File: src/sv/ffea_pkg.sv
`default_nettype none

package ffea_pkg;

    localparam int FIELD_BITS = 24;

    localparam logic OP_ALLOC = 1'b0;
    localparam logic OP_FREE  = 1'b1;

    localparam logic [1:0] ST_OK         = 2'd0;
    localparam logic [1:0] ST_TABLE_FULL = 2'd1;
    localparam logic [1:0] ST_NO_SPACE   = 2'd2;

    typedef struct packed {
        logic                  opcode;
        logic [FIELD_BITS-1:0] start_block;
        logic [FIELD_BITS-1:0] run_length;
    } req_t;

    typedef struct packed {
        logic [1:0]            status;
        logic [FIELD_BITS-1:0] granted_block;
        logic [FIELD_BITS-1:0] end_block;
    } rsp_t;

    // Per-slot compare results for the entry on the RAM read port
    typedef struct packed {
        logic fit;
        logic exact;
        logic prior;
        logic after;
        logic empty;
    } match_t;

endpackage

`default_nettype wire

File: src/sv/ffea_match.sv
`default_nettype none

module ffea_match #(
    parameter int BLOCK_BITS = 24
) (
    input  wire logic                  used,
    input  wire logic [BLOCK_BITS-1:0] first,
    input  wire logic [BLOCK_BITS-1:0] size,
    input  wire logic [BLOCK_BITS-1:0] start,
    input  wire logic [BLOCK_BITS-1:0] stop,
    input  wire logic [BLOCK_BITS-1:0] len,
    output ffea_pkg::match_t           m
);

    import ffea_pkg::*;

    logic [BLOCK_BITS-1:0] last;

    assign last = first + size;

    always_comb
    begin
        m.fit    = used && (size >= len);
        m.exact  = (size == len);
        m.prior  = used && (last == start);
        // an extent ending at the run's start is never taken as the one after
        m.after  = used && (last != start) && (first == stop);
        m.empty  = !used;
    end

endmodule

`default_nettype wire

File: config.mk
export PLATFORM = sky130hd
export DESIGN_NAME = ffea_match
export DESIGN_NICKNAME = d
export VERILOG_FILES = /design/src/sv/ffea_pkg.sv /design/src/sv/ffea_match.sv
export SDC_FILE = /design/constraint.sdc
export NUM_CORES = 1
export LEC_CHECK = 0
export BUFFER_PORTS_ARGS = -buffer_cell sky130_fd_sc_hd__buf_2
export CORE_UTILIZATION = 45
export DETAILED_ROUTE_END_ITERATION = 8
export GPL_ROUTABILITY_DRIVEN = 0
export PLACE_DENSITY = 0.92
export SKIP_LAST_GASP = 1
export SLEW_MARGIN = 20
export SYNTH_ARGS = -nofsm -noshare
export SYNTH_HDL_FRONTEND = slang
export SYNTH_SLANG_ARGS = --single-unit
File: constraint.sdc
create_clock -name vclk -period 2.7
set_input_delay 0.135 -clock vclk [all_inputs]
set_output_delay 0.135 -clock vclk [all_outputs]
set_load 0.1 [all_outputs]
==> results.toml, run 1 <==
[final_layout]
diodes = 0
flops_and_latches = 0
nNetsFinal = 736
seqCellArea_um2 = 0
fill_cells = 402
area_growth_pct = 55.0
clkbuf_count = 0
final_util_pct = 73.7
layout-drive-gt1-share_pct = 40.7

[power]
p_leak_nw = 2.07
p_total_w = 0.000988
ir_drop_uv = 131
p_per_area_nw_per_um2 = 239

[route]
drt_pass1_iterations = 8
drtIter0Drc = 531
routed_wirelength_mm = 11.8
viasPerCell = 6.27
vias = 3992
drcViolationCount = 0
wl_per_cell_um = 18.5
antenna_left = 0

[sta]
timing_hold_violations_final = 0
setup_slack_ns = -0.212
setup_viol = 2
worst_slew_pin_slew_ns = 0.604
finalSetupTns_ns = -0.400
rsz0062_at_grt = "yes"
slew-limit-headroom_pct = 59.6
finalMaxSlewViolations = 0
fmax_ghz = 0.343
finalCritPeriodShare_pct = 108
fin_crit_ns = 2.91

[global_route]
grt-ovfl-total = 0
grt_pass1_vias = 3950
antenna_found_initial = 0
grtUsageTotal_pct = 36.1
grt_max_degree = 9
grt_pass1_wl_mm = 17.8

[floorplan]
die_y_um = 79.0
dieArea_um2 = 6240
die-width_um = 79.0
initial_core_util_pct = 47.6
num_rows = 27
core-area_um2 = 5610
io_pins = 126

[placement]
io_buffers = 126
hpwl_mm = 9.75

[yosys]
syn_inst = 369
synthTopCellsByArea = "ha_1 22%, xnor2_1 8.5%, xor2_1 8.5%"
yosysTopAreaCell = "ha_1"
syn_avg_cell_area_um2 = 7.23
ys.warnings.count = 0
synth.net_count = 538
post_synth_num_cell_types = 58
synth_top_area_share_pct = 22.0
synth_area_um2 = 2670
synth-seq-area-share_pct = 0

[critical_path]
crit_family = "simple AND/OR/NAND/NOR gates"
cp-end-kind = "output pin"
critical_path_class = "in -> out"
cp_slowest_cell = "ha_1"
crit_path_max_fanout = 5
worstSetupStartpointType = "primary input"
critical_path_arrival_ns = 2.78
path_buf_inv = 2
path_cells = "buf_2 -> ha_1 -> a21oi_1 -> o21ai_0 -> a211oi_1 -> o2111ai_1 -> nor4_2 -> nand4_1 -> nor4_4 -> and4_4 -> buf_12"
cp.required_ns = 2.57
critPathMaxStageDelay_ns = 0.40

[status]
violations = "negative setup slack"
outcome = "complete, but fails checks"

[cts]
cts_hold_buf = 0

[run]
cap_violations = 0

[worst_hold_path]
min_path_type = "in -> out"
==> worst paths after layout <==
kind | cells after the start | startpoint | end
setup / recovery | 11 | first[8] | m[2]
hold / removal | 3 | used | m[4]
==> report_power, final <==
group          total, W  switching [W]  internal [W]
combinational  0.000988       0.000531      0.000457
sequential            0              0             0
clock                 0              0             0
==> routing by layer <==
metal / wire length [um] / global-route usage, % / part of all wire (%)
met3: 1290 / 7.59 / 11
met5: 0 / 0 / 0
met4: 917 / 21.1 / 7.8
met1: 4020 / 37.3 / 34
met2: 5580 / 66.6 / 47
==> cells by family after synthesis <==
kind of cell,share of synthesized area (%)
fa+ha+maj,22.8
buf+inv,5.30
mux,1.13
simple gates,22.6
xor+xnor,17.7
compound gates,30.5
==> cell type report <==
| type | instances | area, um2 | share of cell area [%] |
|---|---|---|---|
| tap | 72 | 90.1 | 2.18 |
| timing repair buffer | 203 | 1270 | 30.7 |
| inverter | 29 | 109 | 2.63 |
| multi-input combinational | 333 | 2670 | 64.5 |
==> cell usage after synthesis (all sizes together), types with 4 or more instances <==
library cell,instances
a211oi,4
a21o,10
a21oi,27
a311oi,4
and3,4
and4,4
buf,5
ha,47
inv,29
nand2,23
nand2b,5
nand3,8
nand4,16
nor2,24
nor2b,6
nor3,10
nor4,6
o211ai,6
o21a,12
o21ai,22
o32ai,4
xnor2,26
xor2,27
==> cells in the final DEF, fill, tap and decap left out, drive strengths merged, types with 5 or more instances in the layout <==
| cell | count |
|---|---|
| o21ai | 22 |
| nand4 | 16 |
| xnor2 | 26 |
| nor4 | 6 |
| nor3 | 10 |
| o21a | 12 |
| a21o | 10 |
| o211ai | 6 |
| inv | 29 |
| nor2b | 6 |
| a21oi | 27 |
| xor2 | 27 |
| buf | 203 |
| nand2b | 5 |
| ha | 47 |
| nand3 | 8 |
| nand2 | 23 |
| nor2 | 24 |
==> stage by stage <==
step                hold slack (ns)  std cells  worst slack, ns  instance area [um2]
floorplan                     0.465        369          0.00309                 2740
global placement              0.670        633           -0.244                 4020
detailed placement            0.673        633           -0.306                 4020
CTS                           0.672        636           -0.194                 4100
global route                  0.688        637           -0.285                 4140
finish                        0.679        637           -0.212                 4140
==> timing repair <==
action | CTS | global route
setup endpoints to repair | 2 | 2
buffers inserted | 3 | 1
pin swaps | 13 | 9
gates resized for setup | 12 | 8
Note: power is estimated with default switching activity, not from simulation.
==> inputs of run 2 (changes only) <==
Settings changed: CORE_UTILIZATION 45 to 50, PLACE_DENSITY 0.92 to 0.95.
Clock period 2.7 ns to 3.3 ns, I/O delays scaled along.
==> results.toml, run 2 (same netlist as run 1, synthesis figures left out) <==
[status]
outcome = "finished, final reports clean"

[sta]
fmax_ghz = 0.307
setup_slack_ns = 0.0473
fin_crit_ns = 3.25
rsz0062_at_grt = "yes"
worst_slew_pin_slew_ns = 0.659
slew-limit-headroom_pct = 55.5
timing_hold_violations_final = 0
finalCritPeriodShare_pct = 98.6
setup_viol = 0
finalMaxSlewViolations = 0

[floorplan]
die-width_um = 75.0
die_y_um = 75.0
dieArea_um2 = 5630
initial_core_util_pct = 52.2
num_rows = 26
io_pins = 126
core-area_um2 = 5110

[final_layout]
flops_and_latches = 0
nNetsFinal = 669
clkbuf_count = 0
final_util_pct = 68.3
final_common_cell = "buf_2"
fill_cells = 422
diodes = 0
area_growth_pct = 30.7
most-common-layout-cells = "124 x buf_2, 47 x ha_1, 29 x inv_1, 26 x xor2_1, 26 x xnor2_1"
layout-drive-gt1-share_pct = 30.7
seqCellArea_um2 = 0

[run]
cap_violations = 0

[route]
drcViolationCount = 0
antenna_left = 0
vias = 3612
drtIter0Drc = 376
drt_pass1_iterations = 6
viasPerCell = 6.36
wl_per_cell_um = 17.8
routed_wirelength_mm = 10.1

[critical_path]
cp.required_ns = 3.13
crit_path_max_fanout = 4
critical_path_arrival_ns = 3.09
cp-end-kind = "output pin"
worstSetupStartpointType = "primary input"
critical_path_class = "in -> out"

[power]
p_total_w = 0.000667
p_leak_nw = 1.71
ir_drop_uv = 106
p_per_area_nw_per_um2 = 191

[placement]
post-place-ws_ns = -0.000935
hpwl_mm = 8.70
io_buffers = 126

[worst_hold_path]
hold_end = "m[0]"
min_path_type = "in -> out"
hold_path_startpoint = "used"
whs_path_depth = 3

[global_route]
grt_pass1_vias = 3428
grt-ovfl-total = 0
antenna_found_initial = 0
grt_max_degree = 10
grtUsageTotal_pct = 35.1
grt_pass1_wl_mm = 15.4

[cts]
cts_hold_buf = 0
run 2: changes by cell type in the layout (fill, tap and decap cells not counted), sizes merged:
cell	change
clkbuf	+1
buf	-68
run 2: through the flow:
stage,instances,area [um2],hold slack (ns),TNS [ns]
2_1_floorplan,369,2680,0.673,-0.410
3_3_place_gp,568,3450,0.772,0
3_5_place_dp,568,3450,0.769,-0.000935
4_1_cts,568,3450,0.769,0
5_1_grt,568,3490,0.800,-0.0759
6_report,568,3490,0.773,0
run 2: metal layers:
metal	GRT usage (%)	up-vias	routed length (um)	share of wire, %
met5	0	-	0	0
met4	17.0	0	534	5.3
met3	4.95	71	1120	11
met2	61.8	302	4810	48
met1	41.8	1591	3640	36
li1	-	1648	-	-
run 2: worst max-delay path by stage:
| stage | from | end | slack [ns] | cells past startpoint |
|---|---|---|---|---|
| finish | first[21] | m[2] | 0.05 | 11 |
| global route | first[0] | m[2] | -0.07 | 13 |
| CTS | first[0] | m[2] | 0.05 | 12 |
| detailed placement | first[0] | m[2] | -0.0009 | 12 |
| global placement | first[0] | m[2] | 0.11 | 12 |
| floorplan | len[18] | m[4] | -0.41 | 8 |
run 2: critical path, cell delays in order:
cell and delay [ns]:
buf_2 0.11, ha_1 0.38, xnor2_1 0.46, nor3_1 0.18
a311oi_1 0.33, nand4_1 0.15, nor4_2 0.33, nand4_1 0.20
nor4_4 0.30, and4_1 0.29, buf_12 0.18
run 2: where the power goes:
part / switching, W / leakage (nW) / internal, W
clock: 0 / 0 / 0
combinational: 0.000390 / 1.71 / 0.000277
sequential: 0 / 0 / 0
total: 0.000390 / 1.71 / 0.000277
run 2: final cells by class:
class,count,area [um2],area share (%)
inverters,29,109,3.12
repair buffers,136,723,20.7
well taps,70,87.6,2.51
multi-input cells,333,2570,73.6
run 2: what timing repair did:
| item | in CTS | in global routing |
|---|---|---|
| buffers inserted | 0 | 0 |
| pin swaps | 1 | 0 |
| gates resized for setup | 0 | 6 |
| setup endpoints to repair | 1 | 2 |
==> inputs of run 3 (changes only) <==
Clock period 3.3 ns to 3.65 ns, I/O delays scaled along.
==> results.toml, run 3 (same netlist as run 1, synthesis figures left out) <==
[placement]
dp_cells = 559
io_buffers = 126
hpwl_mm = 8.13

[final_layout]
diodes = 0
clkbuf_count = 0
flops_and_latches = 0
area_growth_pct = 27.0
nNetsFinal = 660
most-common-layout-cells = "125 x buf_2, 47 x ha_1, 29 x inv_1"
stdcell_count = 559
layout-drive-gt1-share_pct = 28.6
final_util_pct = 66.3
seqCellArea_um2 = 0
final_common_cell = "buf_2"

[global_route]
grt-ovfl-total = 0
grtUsageTotal_pct = 32.4
grt_pass1_wl_mm = 14.0
antenna_found_initial = 0
grt_pass1_vias = 3112
grt_max_degree = 11

[power]
p_per_area_nw_per_um2 = 167
p_total_w = 0.000565
p_leak_nw = 1.66
ir_drop_uv = 90.0

[floorplan]
io_pins = 126
core-area_um2 = 5110
num_rows = 26
initial_core_util_pct = 52.2
dieArea_um2 = 5630
die_y_um = 75.0
die-width_um = 75.0

[sta]
finalCritPeriodShare_pct = 94.2
finalSetupTns_ns = 0
finalMaxSlewViolations = 0
slew-limit-headroom_pct = 55.0
fin_crit_ns = 3.44
timing_hold_violations_final = 0
setup_viol = 0
worst_slew_pin_slew_ns = 0.668
rsz0062_at_grt = "no"
fmax_ghz = 0.291

[critical_path]
crit_path_max_fanout = 4
cp-end-kind = "output pin"
critical_path_arrival_ns = 3.25
worstSetupStartpointType = "primary input"
critical_path_class = "in -> out"
setup.worst_path.start = "first[0]"
cp.required_ns = 3.47
worstSetupEndpoint = "m[2]"

[route]
wl_per_cell_um = 16.4
antenna_left = 0
drcViolationCount = 0
drtIter0Drc = 423
vias = 3371
routed_wirelength_mm = 9.14
drt_pass1_iterations = 7
viasPerCell = 6.03

[status]
outcome = "finished, final reports clean"

[cts]
post_cts_buffers = 0
post_cts_resize_count = 0
cts_hold_buf = 0

[worst_hold_path]
min_path_type = "in -> out"

[run]
cap_violations = 0
## run 3: cell count changes in the layout (fill, tap and decap cells not counted)
cell | before | now
a21oi_1 | 25 | 26
a21oi_2 | 2 | 1
a221oi_1 | 0 | 1
a221oi_2 | 1 | 0
buf_2 | 124 | 125
buf_4 | 10 | 1
clkbuf_4 | 1 | 0
nor3b_1 | 0 | 1
nor3b_2 | 1 | 0
nor4_1 | 4 | 5
nor4_4 | 1 | 0
## run 3: where the power goes
group / internal (W) / switching [W] / total [W]
clock network: 0 / 0 / 0
logic: 0.000238 / 0.000327 / 0.000565
registers: 0 / 0 / 0
total: 0.000238 / 0.000327 / 0.000565
## run 3: layout make-up
class                           instances  area [um2]
Fill cell                             437        1720
Inverter                               29         109
Multi-Input combinational cell        333        2540
Tap cell                               70        87.6
Timing Repair Buffer                  127         653
## run 3: how the worst min path moves through the flow
stage	slack [ns]	cells after the start	from	to
after detailed placement	0.84	3	used	m[0]
after global placement	0.81	3	used	m[0]
final	0.85	3	used	m[2]
after CTS	0.84	3	used	m[0]
after global routing	0.85	3	used	m[2]
after floorplan	0.71	1	used	m[0]
## run 3: worst max-delay path, stage by stage
cell and delay [ns]:
buf_2 0.11, ha_1 0.23, fa_1 0.43, a21o_1 0.23
a311oi_1 0.49, or2_1 0.24, nor2_1 0.07, a311oi_1 0.23
nand4_1 0.15, nor4_2 0.40, and4_1 0.30, buf_12 0.19
## run 3: metal layers
metal	wire [um]	GRT usage [%]	share of wire [%]	up-vias
li1	-	-	-	1627
met1	3550	40.5	39	1452
met2	4280	56.5	47	239
met3	940	3.75	10	53
met4	362	13.2	4.0	0
met5	0	0	0	-
## run 3: metrics by stage
step	hold slack, ns	worst slack (ns)	instance area [um2]
finish	0.849	0.213	3390
global route	0.848	0.0557	3390
CTS	0.837	0.235	3390
detailed placement	0.838	0.252	3390
global placement	0.808	0.378	3390
floorplan	0.708	-0.0936	2680
